File: config.mk
export PLATFORM = sky130hd
export DESIGN_NAME = mpeg4_video_startcode_config_scanner
export DESIGN_NICKNAME = d
export VERILOG_FILES = /design/src/hw/rtl/m4vsc_pkg.sv /design/src/hw/rtl/mpeg4_video_startcode_config_scanner.sv
export SDC_FILE = /design/constraint.sdc
export NUM_CORES = 2
export LEC_CHECK = 0
export ABC_AREA = 0
export BUFFER_PORTS_ARGS = -buffer_cell sky130_fd_sc_hd__buf_2
export CAP_MARGIN = 25
export CORE_MARGIN = 2
export CORE_UTILIZATION = 30
export CTS_BUF_LIST = sky130_fd_sc_hd__clkbuf_8
export CTS_CLUSTER_DIAMETER = 30
export DETAILED_ROUTE_END_ITERATION = 16
export SLEW_MARGIN = 20
export SYNTH_ARGS = -nofsm -noshare
export SYNTH_HDL_FRONTEND = slang
export SYNTH_SLANG_ARGS = --single-unit
File: constraint.sdc
create_clock -name aclk -period 7.4 [get_ports aclk]
set_input_delay 0 -clock aclk [delete_from_list [all_inputs] [get_ports aclk]]
set_output_delay 0 -clock aclk [all_outputs]
set_load 0.02 [all_outputs]
File: src/hw/rtl/m4vsc_pkg.sv
`timescale 1ns / 1ps
`default_nettype none
// ----------------------------------------------------------------------------
// MPEG-4 visual start-code scanner package
// Start codes, store sizing and the result record shared by the scanner.
// ----------------------------------------------------------------------------
package m4vsc_pkg;

    // Config store depth and the longest buffer that is counted
    localparam int CONFIG_DEPTH     = 256;
    localparam int MAX_BUFFER_BYTES = 65535;
    localparam int CFG_AW           = $clog2(CONFIG_DEPTH);

    localparam logic [15:0] CFG_DEPTH_POS = 16'(CONFIG_DEPTH);
    localparam logic [15:0] MAX_BUF_POS   = 16'(MAX_BUFFER_BYTES);

    // Start codes
    localparam logic [31:0] CODE_VOS  = 32'h0000_01B0;
    localparam logic [31:0] CODE_GOP  = 32'h0000_01B3;
    localparam logic [31:0] CODE_VOP  = 32'h0000_01B6;
    localparam logic [31:0] CODE_NONE = 32'hFFFF_FFFF;

    // Fixed offsets within a buffer
    localparam logic [15:0] POS_PROFILE   = 16'd4;
    localparam logic [15:0] POS_SCAN_FROM = 16'd5;
    localparam logic [15:0] MIN_BUF_BYTES = 16'd5;
    localparam logic [15:0] TAIL_BYTES    = 16'd4;
    localparam logic [15:0] CODE_BYTES    = 16'd3;

    localparam logic [7:0] PROFILE_RESET = 8'd1;

    typedef struct packed {
        logic        flush_needed;
        logic [15:0] strip_len;
        logic [7:0]  profile_level;
        logic        profile_changed;
        logic        caps_changed;
        logic        config_overflow;
    } res_t;

endpackage : m4vsc_pkg
`default_nettype wire

File: src/hw/rtl/mpeg4_video_startcode_config_scanner.sv
`timescale 1ns / 1ps
`default_nettype none
// ----------------------------------------------------------------------------
// MPEG-4 visual start-code and config header scanner
// Byte-wide scan of one elementary-stream buffer; one verdict per buffer.
// ----------------------------------------------------------------------------
// Takes one stream byte per clock while s_ready is high, framed by first/last
// marks, and gives one result transfer for every byte that carries the last
// mark: whether a new RTP packet must start, and for a VOS-led buffer the
// config header length, the profile byte and whether the caps must be
// renewed. The byte with the last mark is registered into stage 2, where the
// registered config store read is compared; the verdict is registered into
// the output register or the skid stage. s_ready drops while two results are
// held between the verdict stage, the output register and the skid stage and
// none leaves in that cycle. A first mark inside an open buffer drops that
// buffer without a result. The config store is a 256 x 8 single-read,
// single-write RAM: offsets 4 to 255 of a VOS buffer are read, compared and
// written back one stage later. No clearing pass is needed; the stored config
// is only trusted once a full header has been written.
// ----------------------------------------------------------------------------
module mpeg4_video_startcode_config_scanner
    import m4vsc_pkg::*;
(
    input  wire logic        aclk,
    input  wire logic        aresetn,

    input  wire logic        s_valid,
    output logic             s_ready,
    input  wire logic [7:0]  s_data_byte,
    input  wire logic        s_first_byte,
    input  wire logic        s_last_byte,

    output logic             m_valid,
    input  wire logic        m_ready,
    output logic             m_flush_needed,
    output logic [15:0]      m_strip_len,
    output logic [7:0]       m_profile_level,
    output logic             m_profile_changed,
    output logic             m_caps_changed,
    output logic             m_config_overflow
);

    // ------------------------------------------------------------------
    // Per-buffer scan state (stage 1)
    // ------------------------------------------------------------------
    logic [15:0] pos_reg;
    logic [31:0] lead_reg;
    logic [31:0] scan_reg;
    logic        endf_reg;
    logic [15:0] cend_reg;
    logic [7:0]  prof_cap_reg;

    // Persistent config state (updated at the verdict, stage 2; validity also cleared when a VOS buffer is dropped)
    logic [7:0]  profile_reg,    profile_next;
    logic [15:0] stored_len_reg, stored_len_next;
    logic        cfg_valid_reg,  cfg_valid_next;

    // First mismatch against the store within the current buffer
    logic              mm_seen_reg;
    logic [CFG_AW-1:0] mm_pos_reg;

    // Config store
    logic [7:0]        cfg_mem [CONFIG_DEPTH];
    logic [7:0]        rd_data_reg;

    // Stage 2 registers
    logic              s2_acc_reg;
    logic              s2_last_reg;
    logic [CFG_AW-1:0] s2_addr_reg;
    logic [7:0]        s2_byte_reg;
    logic              s2_big_reg;
    logic              s2_vos_reg;
    logic              s2_vop_reg;
    logic [15:0]       s2_cfg_reg;
    logic              s2_ovf_reg;
    logic [7:0]        s2_prof_reg;

    // Output register and skid stage
    logic m_valid_reg;
    res_t out_reg;
    logic skid_valid_reg;
    res_t skid_reg;

    logic s_fire;
    assign s_fire = s_valid && s_ready;

    // ------------------------------------------------------------------
    // Stage 1: position, leading code and end-of-header scan
    // ------------------------------------------------------------------
    logic [15:0] pos_cur, pos_upd;
    logic [31:0] lead_cur, lead_upd;
    logic [31:0] scan_cur, scan_upd;
    logic        endf_cur, endf_upd;
    logic [15:0] cend_cur, cend_upd;
    logic        mem_rd_en;
    logic        prof_cap;
    logic [15:0] lim;
    logic [15:0] cfg_len;
    logic        restart_drop;

    always_comb begin
        // a first mark restarts the buffer before this byte is counted
        pos_cur   = s_first_byte ? '0 : pos_reg;
        lead_cur  = s_first_byte ? '0 : lead_reg;
        scan_cur  = s_first_byte ? CODE_NONE : scan_reg;
        endf_cur  = s_first_byte ? 1'b0 : endf_reg;
        cend_cur  = s_first_byte ? '0 : cend_reg;

        pos_upd   = pos_cur;
        lead_upd  = lead_cur;
        scan_upd  = scan_cur;
        endf_upd  = endf_cur;
        cend_upd  = cend_cur;
        mem_rd_en = 1'b0;
        prof_cap  = 1'b0;

        if (pos_cur < MAX_BUF_POS) begin
            pos_upd = pos_cur + 16'd1;
            if (pos_cur < TAIL_BYTES) begin
                lead_upd = {lead_cur[23:0], s_data_byte};
            end else if (lead_cur == CODE_VOS) begin
                mem_rd_en = (pos_cur < CFG_DEPTH_POS);
                prof_cap  = (pos_cur == POS_PROFILE);
                if (pos_cur >= POS_SCAN_FROM) begin
                    scan_upd = {scan_cur[23:0], s_data_byte};
                    if (!endf_cur && (scan_upd == CODE_GOP || scan_upd == CODE_VOP)) begin
                        endf_upd = 1'b1;
                        cend_upd = pos_cur;
                    end
                end
            end
        end

        // header length: up to the first GOP/VOP code, else size-7 floored at 2
        lim = pos_upd - TAIL_BYTES;
        if (endf_upd && cend_upd < lim) begin
            cfg_len = cend_upd - CODE_BYTES;
        end else if (lim > MIN_BUF_BYTES) begin
            cfg_len = lim - CODE_BYTES;
        end else begin
            cfg_len = MIN_BUF_BYTES - CODE_BYTES;
        end

        // dropping a VOS buffer that already touched the store
        restart_drop = s_first_byte && lead_reg == CODE_VOS && pos_reg > POS_PROFILE;
    end

    always_ff @(posedge aclk) begin
        if (!aresetn) begin
            pos_reg  <= '0;
            lead_reg <= '0;
            scan_reg <= CODE_NONE;
            endf_reg <= 1'b0;
            cend_reg <= '0;
        end else if (s_fire) begin
            if (s_last_byte) begin
                pos_reg  <= '0;
                lead_reg <= '0;
                scan_reg <= CODE_NONE;
                endf_reg <= 1'b0;
                cend_reg <= '0;
            end else begin
                pos_reg  <= pos_upd;
                lead_reg <= lead_upd;
                scan_reg <= scan_upd;
                endf_reg <= endf_upd;
                cend_reg <= cend_upd;
            end
        end
    end

    always_ff @(posedge aclk) begin
        if (s_fire && prof_cap) begin
            prof_cap_reg <= s_data_byte;
        end
    end

    // stage 1 -> stage 2 hand-over
    always_ff @(posedge aclk) begin
        if (!aresetn) begin
            s2_acc_reg  <= 1'b0;
            s2_last_reg <= 1'b0;
        end else begin
            s2_acc_reg  <= s_fire && mem_rd_en;
            s2_last_reg <= s_fire && s_last_byte;
        end
    end

    always_ff @(posedge aclk) begin
        if (s_fire) begin
            s2_addr_reg <= pos_cur[CFG_AW-1:0];
            s2_byte_reg <= s_data_byte;
            s2_big_reg  <= (pos_upd >= MIN_BUF_BYTES);
            s2_vos_reg  <= (lead_upd == CODE_VOS);
            s2_vop_reg  <= (lead_upd == CODE_VOP);
            s2_cfg_reg  <= cfg_len;
            s2_ovf_reg  <= (cfg_len > CFG_DEPTH_POS);
            s2_prof_reg <= prof_cap ? s_data_byte : prof_cap_reg;
        end
    end

    // ------------------------------------------------------------------
    // Config store: registered read in stage 1, write-back in stage 2.
    // Within a buffer each entry is touched once, and offsets 0..3 lie
    // between buffers, so a read never meets a pending write to its entry.
    // ------------------------------------------------------------------
    always_ff @(posedge aclk) begin
        if (s_fire && mem_rd_en) begin
            rd_data_reg <= cfg_mem[pos_cur[CFG_AW-1:0]];
        end
        if (s2_acc_reg) begin
            cfg_mem[s2_addr_reg] <= s2_byte_reg;
        end
    end

    // ------------------------------------------------------------------
    // Stage 2: compare, first-mismatch tracking and verdict
    // ------------------------------------------------------------------
    logic              mm_hit;
    logic              mm_seen_now;
    logic [CFG_AW-1:0] mm_pos_now;
    logic              cfg_equal;
    logic              new_prof;
    logic              caps_chg;
    res_t              s2_res;

    always_comb begin
        mm_hit      = s2_acc_reg && (rd_data_reg != s2_byte_reg);
        mm_seen_now = mm_seen_reg || mm_hit;
        mm_pos_now  = mm_seen_reg ? mm_pos_reg : s2_addr_reg;

        new_prof  = (s2_prof_reg != profile_reg);
        cfg_equal = cfg_valid_reg && !s2_ovf_reg && stored_len_reg == s2_cfg_reg &&
                    (!mm_seen_now || {{(16-CFG_AW){1'b0}}, mm_pos_now} >= s2_cfg_reg);
        caps_chg  = !cfg_equal || new_prof;

        profile_next    = profile_reg;
        stored_len_next = stored_len_reg;
        cfg_valid_next  = cfg_valid_reg;

        s2_res                 = '0;
        s2_res.profile_level   = profile_reg;

        if (s2_last_reg && s2_big_reg) begin
            if (s2_vos_reg) begin
                profile_next           = s2_prof_reg;
                s2_res.flush_needed    = 1'b1;
                s2_res.strip_len       = s2_cfg_reg;
                s2_res.profile_level   = s2_prof_reg;
                s2_res.profile_changed = new_prof;
                s2_res.caps_changed    = caps_chg;
                s2_res.config_overflow = s2_ovf_reg;
                if (caps_chg) begin
                    stored_len_next = s2_ovf_reg ? '0 : s2_cfg_reg;
                    cfg_valid_next  = !s2_ovf_reg;
                end
            end else begin
                s2_res.flush_needed = !s2_vop_reg;
            end
        end

        // a dropped VOS buffer leaves the store half-written
        if (s_fire && restart_drop) begin
            cfg_valid_next = 1'b0;
        end
    end

    always_ff @(posedge aclk) begin
        if (!aresetn) begin
            profile_reg    <= PROFILE_RESET;
            stored_len_reg <= '0;
            cfg_valid_reg  <= 1'b0;
        end else begin
            profile_reg    <= profile_next;
            stored_len_reg <= stored_len_next;
            cfg_valid_reg  <= cfg_valid_next;
        end
    end

    // mismatch tracking restarts with each new buffer
    always_ff @(posedge aclk) begin
        if (!aresetn) begin
            mm_seen_reg <= 1'b0;
        end else if (s_fire && pos_cur == '0) begin
            mm_seen_reg <= 1'b0;
        end else if (mm_hit && !mm_seen_reg) begin
            mm_seen_reg <= 1'b1;
        end
    end

    always_ff @(posedge aclk) begin
        if (mm_hit && !mm_seen_reg) begin
            mm_pos_reg <= s2_addr_reg;
        end
    end

    // ------------------------------------------------------------------
    // Output register with one skid entry
    // ------------------------------------------------------------------
    logic       out_free;
    logic [1:0] pend_cnt;

    assign out_free = !m_valid_reg || m_ready;
    assign pend_cnt = {1'b0, s2_last_reg} + {1'b0, m_valid_reg} + {1'b0, skid_valid_reg}
                    - {1'b0, m_valid_reg && m_ready};
    assign s_ready  = (pend_cnt < 2'd2);

    always_ff @(posedge aclk) begin
        if (!aresetn) begin
            m_valid_reg    <= 1'b0;
            skid_valid_reg <= 1'b0;
        end else if (out_free) begin
            if (skid_valid_reg) begin
                m_valid_reg    <= 1'b1;
                skid_valid_reg <= s2_last_reg;
            end else begin
                m_valid_reg    <= s2_last_reg;
            end
        end else if (s2_last_reg) begin
            skid_valid_reg <= 1'b1;
        end
    end

    always_ff @(posedge aclk) begin
        if (out_free) begin
            if (skid_valid_reg) begin
                out_reg  <= skid_reg;
                skid_reg <= s2_res;
            end else begin
                out_reg  <= s2_res;
            end
        end else if (s2_last_reg) begin
            skid_reg <= s2_res;
        end
    end

    assign m_valid           = m_valid_reg;
    assign m_flush_needed    = out_reg.flush_needed;
    assign m_strip_len       = out_reg.strip_len;
    assign m_profile_level   = out_reg.profile_level;
    assign m_profile_changed = out_reg.profile_changed;
    assign m_caps_changed    = out_reg.caps_changed;
    assign m_config_overflow = out_reg.config_overflow;

`ifndef SYNTHESIS
    // store read never targets the entry being written back
    a_no_rw_clash: assert property (@(posedge aclk) disable iff (!aresetn)
        (s_fire && mem_rd_en && s2_acc_reg) |-> (pos_cur[CFG_AW-1:0] != s2_addr_reg))
        else $error("config store read and write hit the same entry");

    // at most two results in flight
    a_pend_bound: assert property (@(posedge aclk) disable iff (!aresetn)
        $countones({s2_last_reg, m_valid_reg, skid_valid_reg}) <= 2)
        else $error("result storage overrun");

    // skid only holds a result behind a waiting output
    a_skid_order: assert property (@(posedge aclk) disable iff (!aresetn)
        skid_valid_reg |-> m_valid_reg)
        else $error("skid holds a result with the output register empty");

    // a held header always fits the store
    a_len_bound: assert property (@(posedge aclk) disable iff (!aresetn)
        cfg_valid_reg |-> (stored_len_reg <= CFG_DEPTH_POS))
        else $error("stored config length beyond store depth");
`endif

endmodule : mpeg4_video_startcode_config_scanner
`default_nettype wire
### Yosys cells after proc, flatten, opt, wreduce, memory -nomap -nowiden

Memory sizes are Yosys's and may differ from the RTL's. A register that Yosys moved wholly into a read port is not among the register bits.
Index checks and enable logic that the tools add are counted.

* add/sub/neg operators: 7
* multiply operators: 0
* divide/modulo/power cells: 0
* $lt $le $gt $ge: 11
* equality and inequality tests: 11
* shift-type cells: 0
* multiplexer cells: 51
* bitwise logic cells: 1
* reductions and logical operators: 36

Operators with widths (number)
* 2-to-1 mux 32 bit: 10
* 2-to-1 mux 16 bit: 13
* equality test 32 x 9 -> 1 bit (second input constant): 6
* 2-to-1 mux 28 bit: 5
* >= comparator 16 x 3 -> 1 bit (second input constant): 2
* > comparator 16 x 3 -> 1 bit (second input constant): 2
* subtractor 16 x 2 -> 16 bit (second input constant): 2
* 2-to-1 mux 27 bit: 1
* 2-to-1 mux 1 bit: 20
* logical AND 1 bit: 17
* adder 16 x 1 -> 16 bit (second input constant): 1
* equality test 16 bit: 1
* equality test 16 x 3 -> 1 bit (second input constant): 1
* >= comparator 8 x 16 -> 1 bit: 1
* > comparator 16 x 9 -> 1 bit (second input constant): 1
* zero test 16 bit: 1
* less-than comparator 16 bit: 1
* less-than comparator 16 bit (second input constant): 1
* less-than comparator 16 x 3 -> 1 bit (second input constant): 1
* less-than comparator 16 x 9 -> 1 bit (second input constant): 1
* 2-to-1 mux 8 bit: 2
* inequality test 8 bit: 2
* subtractor 16 x 3 -> 16 bit (second input constant): 1
* zero test 1 bit: 7
* other kinds (11): 17

* bits in registers: 243
* bits in latches: 0
* RAM bits: 2048
* ROM bits: 0
* input bits: 14
* word-level logic and storage cells: 153
* memories: 1

Memory list
* cfg_mem: depth 256, bits a word 8, read ports 1, clocked after Yosys merged registers in 1, write ports 1, RTL line mpeg4_video_startcode_config_scanner.sv:63 `logic [7:0] cfg_mem [CONFIG_DEPTH];`

### Longest topological paths before layout

* word-level depth: 13
* gate-level depth with buffers: 34
* depth with buffers taken out: 27

### Worst setup path before layout

No wires, ideal clock.

* kind: register to register
* start point: register pos_reg[1]
* end point: register s2_ovf_reg (data pin)
* setup time: 0.272 ns
* arrival time: 6.862 ns
* required time: 7.128 ns
* slack: 0.266 ns
* stages on the path, launching flop included: 34
* buffers on the path: 7
* period minus slack after synthesis: 7.134 ns
* path through: dfxtp_1 -> clkbuf_1 -> nand2_1 -> inv_1 -> clkbuf_1 -> clkbuf_1 -> clkbuf_1 -> clkbuf_1 -> ha_1 -> buf_2 -> nand3b_2 -> nor2_1 -> nand2_1 -> nand2_1 -> xnor2_1 -> inv_1 -> ha_1 -> clkbuf_1 -> nand3_1 -> nor3_1 -> xor2_1 -> inv_1 -> ha_1 -> nand4_1 -> or2_2 -> a211o_1 -> nor3b_1 -> a21oi_1 -> nand2_1 -> inv_1 -> or4b_2 -> o211ai_1 -> a31o_2 -> nand4b_1

* cells in the longest elaborated chain, start to end: 10
* elaborated cells on any way between the ends: 24

RTL lines
* start: declaration: RTL line mpeg4_video_startcode_config_scanner.sv:46 `logic [15:0] pos_reg;`
* start signal: assignment: RTL line mpeg4_video_startcode_config_scanner.sv:163 `pos_reg <= pos_upd;`
* 2-to-1 mux 16 bit *: RTL line mpeg4_video_startcode_config_scanner.sv:103 `pos_cur = s_first_byte ? '0 : pos_reg;`
* net pos_cur[1]: RTL line mpeg4_video_startcode_config_scanner.sv:90 `logic [15:0] pos_cur, pos_upd;`
* branches (longest 7 deep; another with adder 16 x 1 -> 16 bit)
* 2-to-1 mux 16 bit *: RTL line mpeg4_video_startcode_config_scanner.sv:136 `if (endf_upd && cend_upd < lim) begin`
* > comparator 16 x 9 -> 1 bit *: RTL line mpeg4_video_startcode_config_scanner.sv:197 `s2_ovf_reg <= (cfg_len > CFG_DEPTH_POS);`
* end signal: assignment: RTL line mpeg4_video_startcode_config_scanner.sv:197
* end: declaration: RTL line mpeg4_video_startcode_config_scanner.sv:75 `logic s2_ovf_reg;`

Mark *: on every way through the listed nets, which the timed path passes.
A chain may end at the register's enable or synchronous reset.

### Final worst setup path

* start point: register pos_reg[0]
* end point: register s2_ovf_reg (data pin)

* cells in the longest elaborated chain, start to end: 10
* elaborated cells on any way between the ends: 24

RTL lines (RTL line)
* 2-to-1 mux 16 bit *: mpeg4_video_startcode_config_scanner.sv:103
* branches (longest 7 deep; another with adder 16 x 1 -> 16 bit)
* 2-to-1 mux 16 bit *: mpeg4_video_startcode_config_scanner.sv:136
* > comparator 16 x 9 -> 1 bit *: mpeg4_video_startcode_config_scanner.sv:197

Every way passes the cells marked *.

==> impl_metrics.py <==
metrics = {
    "synth": {
        "synthesis.nets": 6815,
        "avgSynthCellArea_sq_um": 14.0,
        "ys_ff_latch": 2291,
        "async_reset_ff_share_pct": 0,
        "syn_inst": 6765,
        "synthesis.area_sq_mm": 0.0944,
        "yosysUniqueCellTypes": 90,
        "synth-edff-count": 2172,
        "yosys_warnings": 0,
        "ys.flop_type": "edfxtp_1",
        "seq_area_frac_synth_pct": 71.6,
    },
    "global_route": {
        "antenna_found_initial": 11,
        "grt_max_degree": 201,
        "grt_pass1_wl_microns": 383000,
        "grt_overflow": 0,
        "grt_pass1_vias": 57900,
        "grt_use_total_pct": 15.8,
    },
    "floorplan": {
        "die_w_microns": 565,
        "die_h_microns": 565,
        "io_pins": 44,
        "coreArea_sq_mm": 0.312,
        "rows": 205,
        "dieArea_sq_mm": 0.319,
        "initial_core_util_pct": 30.2,
    },
    "placed_design": {
        "dp_hpwl_microns": 147000,
        "routabilityCongestion": 0.863,
        "preCtsSetupSlack_ns": 1.03,
        "port_buffers": 43,
    },
    "timing": {
        "finClkSkew_ns": 0.109,
        "worstMarginPinSlew_ns": 1.16,
        "setup_viol": 0,
        "hold_viol": 0,
        "fin_ws_ns": 0.957,
        "min_period_ns": 6.44,
        "post-route-period-util_pct": 87.1,
        "max_freq_mhz": 155,
        "slew_viol_final": 0,
        "rsz0062_at_grt": "false",
        "finalSetupTns_ns": 0,
        "max-slew-margin-rel_pct": 22.5,
    },
    "route": {
        "via_per_inst": 5.22,
        "drtIter0Drc": 7185,
        "route.detailed.drc": 0,
        "drtAntennaViolNets": 0,
        "routedWlPerCell_microns": 23.0,
        "vias": 59500,
        "drt-total-wl_microns": 262000,
        "drtPass1Iterations": 6,
    },
    "critical_path": {
        "regToRegSetupSlack_ns": 0.96,
        "critPathLaunchType": "flop",
        "end_kind": "flop",
        "path_class": "reg2reg",
        "worstPathRequired_ns": 8.08,
        "cp_max_fo": 18,
        "cp.arrival_ns": 7.12,
    },
    "pwr": {
        "pwr-share-comb_pct": 3.2,
        "p_per_area_mw_per_mm2": 254,
        "power.leakage_nw": 34.2,
        "sw_frac_of_total_pct": 22.3,
        "seqPwrFrac_pct": 51.7,
        "pwr-share-clk_pct": 45.2,
        "peakVddDrop_mv": 0.163,
        "p_int_mw": 21.4,
        "switchingPower_mw": 6.15,
    },
    "clock_network": {
        "cts_setup_buffers": 0,
        "tritoncts": "built",
        "clk_pin_slew_ns": 0.05,
        "clk_latency_ns": 1.04,
        "cts_resized": 0,
        "clkSinkCount": 2291,
        "cts_max_level": 5,
        "cts_made_buffers": 433,
        "clock-root-buffer": "clkbuf_8",
        "cts.path.max_buffers": 4,
    },
    "cells_and_area": {
        "largest_register_ffs": 2048,
        "area_growth_syn_to_layout_pct": 14.8,
        "num-nets-final": 6970,
        "final_layout_size_suffix_gt1_share_pct": 14.3,
        "final_cell_mix": "2172 x edfxtp_1, 862 x nand2_1, 446 x clkbuf_8, 423 x a21oi_1, 365 x nor2_1",
        "final_common_cell": "edfxtp_1",
    },
    "flow_run": {
        "max-cap-violations": 0,
    },
    "run_status": {
        "status": "finished, final reports clean",
    },
    "min_path": {
        "min_path_type": "in2reg",
    },
}
[through the flow]
| step | power, mW | utilization, % | instance area (sq um) | hold WS (ns) | instances |
|---|---|---|---|---|---|
| 2_1_floorplan | 15.0 | - | 94400 | 0.0989 | 6765 |
| 3_3_place_gp | 15.3 | 31.8 | 99200 | 0.295 | 10600 |
| 4_1_cts | 27.7 | 34.7 | 108000 | 0.0143 | 11400 |
| 6_report | 27.6 | 34.7 | 108000 | 0.0542 | 11400 |
| 3_5_place_dp | 15.4 | 31.8 | 99300 | 0.309 | 10600 |
| 5_1_grt | 28.4 | 34.7 | 108000 | 0.0895 | 11400 |
[final cells by class]
class	instances	area, sq um
antenna	3	7.51
clock buffer	446	6140
clock inverter	330	2580
fill	30100	204000
inverter	38	155
multi-input combinational	3938	24900
sequential	2291	67600
tap	4140	5180
timing repair buffer	218	1840
[layer usage]
metal	GRT usage [%]	part of all wire, %	vias to the layer above
met5	0	0.0050	-
met4	4.33	2.4	2
met3	2.83	8.3	441
met2	25.1	46	2597
met1	22.2	43	30100
li1	-	-	26400
[critical path, stage by stage, from the launching register on]
cell and delay [ns]:
dfxtp_4 0.35, nand2_4 0.15, inv_8 0.08, ha_1 0.38
nand3b_2 0.30, nor2_1 0.17, buf_4 0.15, nand2_1 0.07
nand2_1 0.11, xnor2_1 0.15, inv_1 0.14, ha_1 0.40
nand3_1 0.27, nor3_1 0.23, xor2_1 0.41, inv_1 0.09
ha_1 0.28, nand4_1 0.11, or2_2 0.34, a211o_1 0.29
nor3b_1 0.18, a21oi_1 0.12, nand2_1 0.13, inv_1 0.17
or4b_2 0.70, o211ai_1 0.12, a31o_2 0.19, nand4b_1 0.09
[path summary, 6_finish.rpt]
kind	start	endpoint	cells past startpoint
min	s_data_byte[6]	lead_reg[6]	4
max	pos_reg[0]	s2_ovf_reg	27
min reg2reg	stored_len_reg[0]	stored_len_reg[0]	2
max reg2reg	pos_reg[0]	s2_ovf_reg	27
[Yosys cell counts (5+ instances only)]
library cell     n  share of area (%)
a31oi_1        139               0.92
o22ai_1         28               0.19
a21o_1          15               0.12
nor4_1          23               0.15
dfxtp_1        119                2.5
a211oi_1       327                2.6
buf_2           14              0.074
mux2_2         172                2.1
nand3b_1        20               0.16
nor3_1          37               0.20
inv_1           35               0.14
or4_1            9              0.072
mux4_2          16               0.38
and2_1          25               0.17
a311oi_1       193                1.8
xor2_1          12               0.11
o21ai_0         92               0.49
buf_1           56               0.22
nor2_1         370                1.5
nand2_1        865                3.4
edfxtp_1      2172                 69
or3_1            5              0.033
clkbuf_1       424                1.7
a2111oi_0       64               0.59
and3_1           5              0.033
xnor2_1         61               0.57
ha_1            36               0.48
nor2b_1        336                2.2
a22oi_1        126                1.0
a21oi_1        424                2.2
nand2b_1        10              0.066
o31ai_1         13               0.10
nand4_1         32               0.21
o211ai_1        66               0.52
mux2i_1        219                2.3
nor4b_1          6              0.056
nand3_1        111               0.59
[power groups by stage]
| stage | Clock, mW | Combinational (mW) | Sequential [mW] |
|---|---|---|---|
| 2_1_floorplan | 0 | 0.395 | 14.6 |
| 4_1_cts | 12.6 | 0.869 | 14.2 |
| 5_1_grt | 13.2 | 0.933 | 14.2 |
| 3_3_place_gp | 0 | 0.833 | 14.5 |
| 6_report | 12.5 | 0.875 | 14.2 |
| 3_5_place_dp | 0 | 0.852 | 14.5 |
[kinds of logic after synthesis]
family	share of synthesized area, %
buffers and inverters	2.17
multiplexers	4.75
AND/OR/NAND/NOR	9.37
adder cells (fa/ha/maj)	0.477
AO/OA/AOI/OAI	10.9
XOR/XNOR	0.677
flip-flops	71.6
[what timing repair did]
item,4_1_cts,5_1_grt
hold buffers,31,0
endpoints found under the hold margin,172,0
setup endpoints to repair,0,0
Note: power is estimated with default switching activity, not from simulation.
